--- config.mk ---
export PLATFORM = sky130hd
export DESIGN_NAME = tlv_info_element_parser
export DESIGN_NICKNAME = d
export VERILOG_FILES = /design/src/rtl/tlvp_pkg.sv /design/src/rtl/tlv_info_element_parser.sv
export SDC_FILE = /design/constraint.sdc
export NUM_CORES = 1
export LEC_CHECK = 0
export ABC_AREA = 1
export BUFFER_PORTS_ARGS = -buffer_cell sky130_fd_sc_hd__buf_2
export CAP_MARGIN = 20
export CORE_MARGIN = 2
export CORE_UTILIZATION = 55
export DETAILED_ROUTE_END_ITERATION = 7
export GPL_TIMING_DRIVEN = 1
export PLACE_DENSITY = 0.83
export SLEW_MARGIN = 40
export SYNTH_ARGS = -nofsm -noshare
export SYNTH_HDL_FRONTEND = slang
export SYNTH_SLANG_ARGS = --single-unit
--- constraint.sdc ---
create_clock -name clk -period 10.31 [get_ports clk]
set_clock_uncertainty 0.1 [all_clocks]
set_input_delay 1.031 -clock clk [delete_from_list [all_inputs] [get_ports clk]]
set_output_delay 1.031 -clock clk [all_outputs]
set_load 0.02 [all_outputs]
--- src/rtl/tlvp_pkg.sv ---
// Shared types, constants and the element-code lookup for the TLV parser.
// No dependencies.
`default_nettype none

package tlvp_pkg;

	localparam int MSG_BYTES = 4096;
	localparam int HDR_BYTES = 2;
	localparam int POS_W     = 12;
	localparam int POS_MAX   = ((MSG_BYTES - 1) < 4095) ? (MSG_BYTES - 1) : 4095;

	localparam int IN_DATA_W  = 8;
	localparam int OUT_DATA_W = 72;

	localparam int FIFO_DEPTH = 4;
	localparam int PTR_W      = $clog2(FIFO_DEPTH);
	localparam int CNT_W      = $clog2(FIFO_DEPTH + 1);

	// parse phase, one-hot
	typedef enum logic [2:0] {
		PH_TYPE  = 3'b001,
		PH_LEN   = 3'b010,
		PH_VALUE = 3'b100
	} phase_t;

	typedef enum logic [2:0] {
		K_TEXT    = 3'd0,
		K_INT     = 3'd1,
		K_SHORT   = 3'd2,
		K_BYTE    = 3'd3,
		K_FLAG    = 3'd4,
		K_ADDR    = 3'd5,
		K_UNKNOWN = 3'd6
	} kind_t;

	typedef enum logic [1:0] {
		ES_OK      = 2'd0,
		ES_BAD_LEN = 2'd1,
		ES_UNKNOWN = 2'd2
	} elem_status_t;

	typedef enum logic [1:0] {
		MS_OK      = 2'd0,
		MS_OVERRUN = 2'd1,
		MS_STRAY   = 2'd2
	} msg_status_t;

	// one result word as it sits in the output queue
	typedef struct packed {
		logic                  last;
		logic                  user;
		logic [OUT_DATA_W-1:0] data;
	} out_word_t;

	function automatic kind_t kind_of(input logic [7:0] code);
		kind_t k;
		case (code)
			8'd1, 8'd2, 8'd3, 8'd4, 8'd5, 8'd6, 8'd7, 8'd10, 8'd13,
			8'd15, 8'd16, 8'd17, 8'd22, 8'd28:               k = K_TEXT;
			8'd8, 8'd9, 8'd27, 8'd31:                        k = K_INT;
			8'd11, 8'd12, 8'd14, 8'd19, 8'd20, 8'd21, 8'd24: k = K_SHORT;
			8'd23:                                           k = K_BYTE;
			8'd25, 8'd26:                                    k = K_FLAG;
			8'd18:                                           k = K_ADDR;
			default:                                         k = K_UNKNOWN;
		endcase
		return k;
	endfunction

endpackage

`default_nettype wire

--- src/rtl/tlv_info_element_parser.sv ---
// Information-element TLV parser: phase machine, element checks, result queue.
// Depends on tlvp_pkg.
`default_nettype none

// A result word is registered into the result queue with the byte that completes it.
// Throughput: one byte per cycle; s_tready drops only when the 4-entry result
// queue has fewer than two free slots (a final byte can yield two words).
// Reset: arst_n clears the phase machine, offsets and queue asynchronously;
// the parser also rearms itself after every byte flagged with s_tlast.
module tlv_info_element_parser
	import tlvp_pkg::*;
(
	input  wire logic                  clk,
	input  wire logic                  arst_n,
	input  wire logic                  s_tvalid,
	output logic                       s_tready,
	input  wire logic [IN_DATA_W-1:0]  s_tdata,   // data_byte[7:0]
	input  wire logic                  s_tlast,   // msg_last
	output logic                       m_tvalid,
	input  wire logic                  m_tready,
	// ie_code[7:0], ie_length[15:8], value_offset[27:16], value_kind[30:28],
	// number_value[62:31], elem_status[64:63], msg_status[66:65], zero pad
	output logic [OUT_DATA_W-1:0]      m_tdata,
	output logic                       m_tuser,   // is_summary
	output logic                       m_tlast    // last_of_run
);

	// parser state
	phase_t             phase_q;
	logic [7:0]         code_q;
	logic [7:0]         len_q;
	logic [7:0]         remain_q;
	logic [31:0]        acc_q;
	logic [POS_W-1:0]   pos_q;
	logic [POS_W-1:0]   start_q;

	phase_t             phase_d;
	logic [7:0]         code_d;
	logic [7:0]         len_d;
	logic [7:0]         remain_d;
	logic [31:0]        acc_d;
	logic [POS_W-1:0]   pos_d;
	logic [POS_W-1:0]   start_d;

	// output queue
	out_word_t          fifo_q [FIFO_DEPTH];
	logic [PTR_W-1:0]   wr_q;
	logic [PTR_W-1:0]   rd_q;
	logic [CNT_W-1:0]   cnt_q;

	logic               accept;
	logic               pop;
	logic               elem_v;     // element word produced by this byte
	logic               sum_v;      // summary word produced by this byte
	logic               done;       // element completed on this byte
	msg_status_t        mstat;

	logic [7:0]         el_len;     // length seen by the element checks
	logic [31:0]        el_acc;     // value seen by the element checks
	kind_t              kind;
	elem_status_t       estat;
	logic [2:0]         need;       // value bytes a numeric kind requires
	logic [POS_W:0]     off_sum;
	logic [POS_W-1:0]   off;
	logic [31:0]        num;
	logic [7:0]         rem_dec;

	out_word_t          elem_word;
	out_word_t          sum_word;
	out_word_t          first_word;
	logic [1:0]         n_push;

	assign accept   = s_tvalid & s_tready;
	assign pop      = m_tvalid & m_tready;
	assign s_tready = (cnt_q <= CNT_W'(FIFO_DEPTH - 2));
	assign rem_dec  = remain_q - 8'd1;

	// Phase machine. Length and accumulator feed the element checks as they
	// stand after this byte, before the end-of-message rearm clears them.
	always_comb begin
		phase_d  = phase_q;
		code_d   = code_q;
		len_d    = len_q;
		remain_d = remain_q;
		acc_d    = acc_q;
		start_d  = start_q;
		pos_d    = pos_q;
		elem_v   = 1'b0;
		sum_v    = 1'b0;
		done     = 1'b0;
		mstat    = MS_OK;
		case (phase_q)
			PH_LEN: begin
				len_d    = s_tdata;
				remain_d = s_tdata;
				if (s_tdata == 8'd0) begin
					elem_v  = 1'b1;
					done    = 1'b1;
					phase_d = PH_TYPE;
				end else begin
					phase_d = PH_VALUE;
				end
			end
			PH_VALUE: begin
				acc_d    = {acc_q[23:0], s_tdata};
				remain_d = rem_dec;
				if (rem_dec == 8'd0) begin
					elem_v  = 1'b1;
					done    = 1'b1;
					phase_d = PH_TYPE;
				end
			end
			default: begin
				// expecting a type byte; an illegal phase code lands here too
				code_d   = s_tdata;
				len_d    = 8'd0;
				remain_d = 8'd0;
				acc_d    = 32'd0;
				start_d  = pos_q;
				phase_d  = PH_LEN;
				if (s_tlast) begin
					sum_v = 1'b1;
					mstat = MS_STRAY;
				end
			end
		endcase

		el_len = len_d;
		el_acc = acc_d;

		if (s_tlast) begin
			// message ends: summary unless the stray-byte one is already out
			if (!sum_v) begin
				sum_v = 1'b1;
				mstat = done ? MS_OK : MS_OVERRUN;
			end
			phase_d  = PH_TYPE;
			code_d   = 8'd0;
			len_d    = 8'd0;
			remain_d = 8'd0;
			acc_d    = 32'd0;
			start_d  = '0;
			pos_d    = '0;
		end else if (pos_q < POS_W'(POS_MAX)) begin
			pos_d = pos_q + POS_W'(1);
		end
	end

	// element checks on the updated length and value
	always_comb begin
		kind = kind_of(code_q);
		case (kind)
			K_INT:   need = 3'd4;
			K_SHORT: need = 3'd2;
			K_BYTE:  need = 3'd1;
			default: need = 3'd0;
		endcase
		if (kind == K_UNKNOWN)
			estat = ES_UNKNOWN;
		else if (need != 3'd0 && el_len != {5'd0, need})
			estat = ES_BAD_LEN;
		else
			estat = ES_OK;
		num = (need != 3'd0 && estat == ES_OK) ? el_acc : 32'd0;
		// value offset saturates with the byte counter
		off_sum = {1'b0, start_q} + (POS_W+1)'(HDR_BYTES);
		off = (off_sum > (POS_W+1)'(POS_MAX)) ? POS_W'(POS_MAX) : off_sum[POS_W-1:0];
	end

	always_comb begin
		elem_word.last = 1'b0;
		elem_word.user = 1'b0;
		elem_word.data = {5'd0, MS_OK, estat, num, kind, off, el_len, code_q};
		sum_word.last  = 1'b1;
		sum_word.user  = 1'b1;
		sum_word.data  = {5'd0, mstat, 65'd0};
		first_word     = elem_v ? elem_word : sum_word;
		n_push         = accept ? ({1'b0, elem_v} + {1'b0, sum_v}) : 2'd0;
	end

	always_ff @(posedge clk or negedge arst_n) begin
		if (!arst_n) begin
			phase_q  <= PH_TYPE;
			code_q   <= 8'd0;
			len_q    <= 8'd0;
			remain_q <= 8'd0;
			acc_q    <= 32'd0;
			pos_q    <= '0;
			start_q  <= '0;
		end else if (accept) begin
			phase_q  <= phase_d;
			code_q   <= code_d;
			len_q    <= len_d;
			remain_q <= remain_d;
			acc_q    <= acc_d;
			pos_q    <= pos_d;
			start_q  <= start_d;
		end
	end

	// Result queue: up to two words in per byte, one word out per cycle while m_tready is high.
	always_ff @(posedge clk) begin
		if (n_push != 2'd0)
			fifo_q[wr_q] <= first_word;
		if (n_push == 2'd2)
			fifo_q[wr_q + PTR_W'(1)] <= sum_word;
	end

	always_ff @(posedge clk or negedge arst_n) begin
		if (!arst_n) begin
			wr_q  <= '0;
			rd_q  <= '0;
			cnt_q <= '0;
		end else begin
			wr_q  <= wr_q + PTR_W'(n_push);
			if (pop)
				rd_q <= rd_q + PTR_W'(1);
			cnt_q <= cnt_q + CNT_W'(n_push) - CNT_W'(pop);
		end
	end

	assign m_tvalid = (cnt_q != '0);
	assign m_tdata  = fifo_q[rd_q].data;
	assign m_tuser  = fifo_q[rd_q].user;
	assign m_tlast  = fifo_q[rd_q].last;

endmodule

`default_nettype wire

# After elaboration in Yosys (flattened, before gate mapping)
# Memories as Yosys holds them, arrays and structs flattened.
# Index checks and enable logic that the tools add are counted.
totals:
  regBits: 90
  ramBits: 296
  n_memories: 2
  elab_cells: 89
  in_bits: 13
  out_inout_bits: 76
  rom_bits: 96
mem_list:
  columns: ["name", "words", "width", "read_ports", "rd_ports_with_merged_regs", "write_ports", "line_no", "rtl"]
  rows:
  - ["fifo_q", 4, 74, 1, 0, 2, "tlv_info_element_parser.sv:46", "out_word_t fifo_q [FIFO_DEPTH];"]
  - ["(name not given)", 32, 3, 1, 0, 0, "tlvp_pkg.sv:57", "case (code)"]
op_classes:
  n_eq_ne: 10
  n_lt_le_gt_ge: 3
  reduce_logical: 14
  add_sub_neg: 9
  n_mux: 39
  bitwise_logic: 2
ops:
  columns: ["op", "n"]
  rows:
  - ["74-bit two-way mux", 1]
  - ["32-bit two-way mux", 2]
  - ["32-bit one-hot mux with 2 select lines", 1]
  - ["12-bit two-way mux", 5]
  - ["8-bit two-way mux", 4]
  - ["8-bit one-hot mux with 2 select lines", 2]
  - ["8-bit logical NOT", 2]
  - ["12-bit by 2-bit adder with 13-bit output, second input constant", 1]
  - ["13-bit by 12-bit greater-than comparator with 1-bit output, second input constant", 1]
  - ["12-bit by 1-bit adder with 12-bit output, second input constant", 1]
  - ["12-bit < comparator, second input constant", 1]
  - ["2-bit two-way mux", 6]
  - ["3-bit two-way mux", 4]
  - ["1-bit two-way mux", 11]
  - ["3-bit by 2-bit equality test with 1-bit output, second input constant", 3]
  - ["3-bit one-hot mux with 3 select lines", 1]
  - ["8-bit by 3-bit inequality test with 1-bit output", 1]
  - ["8-bit by 1-bit subtractor with 8-bit output, second input constant", 1]
  - ["3-bit equality test, second input constant", 2]
  - ["3-bit one-hot mux with 2 select lines", 1]
  - ["2-bit AND reduction", 3]
  - ["3-bit nonzero test", 2]
  - ["2-bit by 1-bit adder with 2-bit output, second input constant", 2]
  - ["2-bit nonzero test", 2]
  - ["other kinds (15)", 17]

# Logic depth before layout (Yosys ltp)
logic_depth:
  word_depth: 12
  depth_mapped: 22
  depth_no_buf: 19

# Worst setup path after synthesis
# OpenSTA, ideal clock, no wires.
synth_timing:
  path_type: "input to register"
  start: "input s_tdata[1]"
  end: "register cnt_q[2]"
  path_buffers: 2
  arrival_time_ns: 3.439
  setup_time_ns: 0.129
  slack_ns: 6.642
  path_stages: 18
  required_time_ns: 10.081
  cell_sequence: "inv_1 nand4_1 nor2_1 nand2_1 nand2_1 buf_2 buf_2 ha_1 inv_1 nor2_2 inv_1 ha_1 inv_1 ha_1 inv_1 fa_1 xnor2_1 xor2_1"
synth_between:
  elab_chain_len: 7
synth_lines:
  columns: ["element", "line_no", "rtl"]
  rows:
  - ["start, declared", "tlv_info_element_parser.sv:17", "input wire logic [IN_DATA_W-1:0] s_tdata,"]
  - ["8-bit logical NOT", "tlv_info_element_parser.sv:96", "if (s_tdata == 8'd0) begin"]
  - ["1-bit two-way mux", "tlv_info_element_parser.sv:96", null]
  - ["1-bit one-hot mux with 2 select lines", "tlv_info_element_parser.sv:92", "case (phase_q)"]
  - ["1-bit by 1-bit adder with 2-bit output", "tlv_info_element_parser.sv:178", "n_push = accept ? ({1'b0, elem_v} + {1'b0, sum_v}) : 2'd0;"]
  - ["2-bit two-way mux", "tlv_info_element_parser.sv:178", null]
  - ["3-bit by 2-bit adder with 3-bit output", "tlv_info_element_parser.sv:218", "cnt_q <= cnt_q + CNT_W'(n_push) - CNT_W'(pop);"]
  - ["3-bit by 1-bit subtractor with 3-bit output", "tlv_info_element_parser.sv:218", null]
  - ["end signal, assigned", "tlv_info_element_parser.sv:218", null]
  - ["end, declared", "tlv_info_element_parser.sv:49", "logic [CNT_W-1:0] cnt_q;"]
# Every way passes these cells.
# A chain may end at the register's enable or synchronous reset.

==> run metrics <==
share of post-route cells with drive strength above 1 11.02%; Clk pin slew, worst setup/hold paths 0.06 ns; final net count 2,258; CTS tree built; top_reg_cell synth dfxtp_1; 1st-iter DRT viols 1,912; Worst Tran Pin Value 0.8665 ns; die area 0.03239 sq mm; delay-heaviest family, CP simple AND/OR/NAND/NOR gates; CTS buffer count 38; arrival time worst endpoint 5.15 ns; Slew HR 42.05%; CTS Hold Bufs 0; Synth cell types 48; Yosys top cell area share 31.04%; Ports 89; # rows 64; RSZ-0062 raised after global routing no; cell count of the worst hold path 2; worst skew pair latency 0.52 ns; detailed-route via count 16,050; R2R Path Start phase_q[0]; Syn Area/Cell 7.592 sq um; R2R setup slack 5.44 ns; cells after synthesis 2,243; fillcell total 2,532; Starting Density 55.82%; Post-Syn Area 0.01703 sq mm; DR vias/cell 6.043; CTS root buf clkbuf_16; first-pass GRT wire length 78,090 um; PortBufs 83; Final setup viols 0; Post-Layout Cell Count 2,656; crit path launch phase_q[0]; slowest stage delay, CP 0.68 ns; Longest Clk Path Bufs 3; DIE WIDTH 180.0 um; Die Ht 180.0 um; area grow syn2layout 9.420%; worst hold path class reg -> reg; TritonCTS Sinks 362; H-tree Lvls 2; Cells after DPL 2,586; Peak VDD IR 0.0002614 V; fmax 205.4 MHz; hold_sp fifo_q[0][27]; most common cell after layout, fill and taps aside nor2_1; Buf/Inv on CP 4; Yosys Warn Count 0; sequential share of the synthesized area 45.68%; Crit. End Element flip-flop; Reg area 0.007784 sq mm; DR WL/cell 18.15 um; Yosys top cell by area dfxtp_1; GR Util All Layers 29.02%; CP max-delay cell nor3_4; Register-to-Register Path Depth 15; placed instance area 0.01735 sq mm; hold path endpoint fifo_q[0][27]; CORE AREA 0.03051 sq mm; CP Launch Type flip-flop; DRT Wirelength 48,210 um; DRC Markers 0; Hold Vio Cnt, Final 0; Place WS 5.556 ns; Yosys reg bits 362; vias in the first global route 15,450; commonest cells after routing, fill and taps aside nor2_1, o21ai_0, nand2_1; GPL Wtd Cong 0.9193; First-pass DRT Iterations 6; Tmin final 4.868 ns; total grt overflow 0; fin crit share 47.21%; pins over their slew limit 0; post-cts resize count 0; PD cells 320.2 mW/mm^2; maximum fanout along the worst path 103; reg-to-reg endpoint fifo_q[0][66]; CP Class reg -> reg; max-cap violation count 0; initial antenna violation count 1; final worst slack 5.442 ns; synth top area cells dfxtp_1, dfrtp_1, o21ai_0, nor2_1, nand2_1; largest net degree at the start of global routing 104; Post-synth EDFFs 8; Multi-input gate area 0.008003 sq mm; Routed Antenna Nets 0; CP Cell Sequence nor2_1 > nand2_2 > inv_2 > nand4_1 > nand2_8 > ha_1 > inv_1 > nor2_2 > nor2_4 > nor3_4 > nor2_2 > buf_4 > inv_1 > o21ai_0 > nor2_1; Post-CTS Setup Repair Bufs 0; post-route cell area 0.01863 sq mm; leakage power 8.177 nW; status completed; HPWL after DPL 28,680 um; post-synthesis async set-or-reset flop share 24.86%; Setup TNS Final 0 ns; Worst Path Required 10.60 ns
[cell type report]
type	instances	share of cell area [%]
Timing Repair Buffer	100	2.948
Clock inverter	3	0.1142
Multi-Input combinational cell	1591	42.95
Clock buffer	66	6.722
Tap cell	396	2.659
Antenna cell	1	0.01343
Sequential cell	362	41.77
Inverter	137	2.820
[worst register-to-register path: stages, from the launching register on]
cell and delay, ns:
dfstp_2 0.57, nor2_1 0.08, nand2_2 0.62, inv_2 0.22, nand4_1 0.26, nand2_8 0.38, ha_1 0.52, inv_1 0.05
nor2_2 0.20, nor2_4 0.12, nor3_4 0.68, nor2_2 0.19, buf_4 0.34, inv_1 0.18, o21ai_0 0.13, nor2_1 0.11
[where the power goes]
group / switching (W) / leakage [nW] / internal [W]
sequential: 0.000241 / 3.47 / 0.00175
clock: 0.000555 / 0.620 / 0.000825
combinational: 0.00186 / 4.09 / 0.000730
[per-layer routing]
metal	track usage, %	wire length (um)
met5	0	0
met4	11.35	1664
met3	5.450	5017
met2	47.37	22340
met1	38.24	19190
[metrics by stage]
| step | hold slack, ns | total power (W) | util (%) |
|---|---|---|---|
| 6_report | 0.3528 | 0.005966 | 61.07 |
| 5_1_grt | 0.3663 | 0.006289 | 61.06 |
| 4_1_cts | 0.3547 | 0.005932 | 61.05 |
| 2_1_floorplan | 0.3208 | 0.003951 | - |
| 3_5_place_dp | 0.3363 | 0.004549 | 56.88 |
| 3_3_place_gp | 0.3321 | 0.004478 | 56.82 |
[worst max-delay path by stage]
| stage | to | slack, ns | cells past startpoint |
|---|---|---|---|
| global placement | fifo_q[2][65] | 5.00 | 15 |
| detailed placement | fifo_q[1][65] | 5.56 | 15 |
| global route | fifo_q[1][65] | 5.17 | 14 |
| floorplan | cnt_q[2] | 6.64 | 18 |
| CTS | fifo_q[1][65] | 5.57 | 14 |
| finish | fifo_q[0][66] | 5.44 | 15 |
[synth_stat cells (2+ instances only)]
cell type / number
dfxtp_1: 264
nand2_1: 341
a21oi_1: 12
o21ai_2: 4
inv_1: 121
nor3_1: 10
nor4_1: 5
nand4_1: 12
o31ai_1: 3
nor2_4: 7
ha_1: 14
nor2_2: 7
xnor2_1: 2
buf_4: 20
nand2_2: 11
clkbuf_1: 100
xor2_1: 11
nor2_8: 29
inv_2: 15
nand3_2: 3
nor3_4: 4
buf_12: 3
a21oi_2: 2
buf_2: 27
buf_6: 3
edfxtp_1: 8
o21ai_1: 24
o22ai_1: 126
a22o_1: 5
nand3_1: 119
dfrtp_1: 89
buf_1: 4
o21ai_0: 380
nor2_1: 444
[flip-flops by register name, indices dropped and copies added, names as in the netlist, 3 cells and up]
register and count:
code_q 8, len_q 8, pos_q 12, start_q 12, fifo_q 272, remain_q 8
cnt_q 3, phase_q 3, acc_q 32
[cells by family after synthesis]
logic type	after synthesis	share of synthesized area, %
flip-flops	362	45.68
buffers and inverters	294	7.539
XOR/XNOR	13	0.6686
adder cells (fa/ha/maj)	15	1.146
AO/OA/AOI/OAI	561	17.82
AND/OR/NAND/NOR	997	27.13
other	1	0.02202
(Power assumes the default switching activity.)
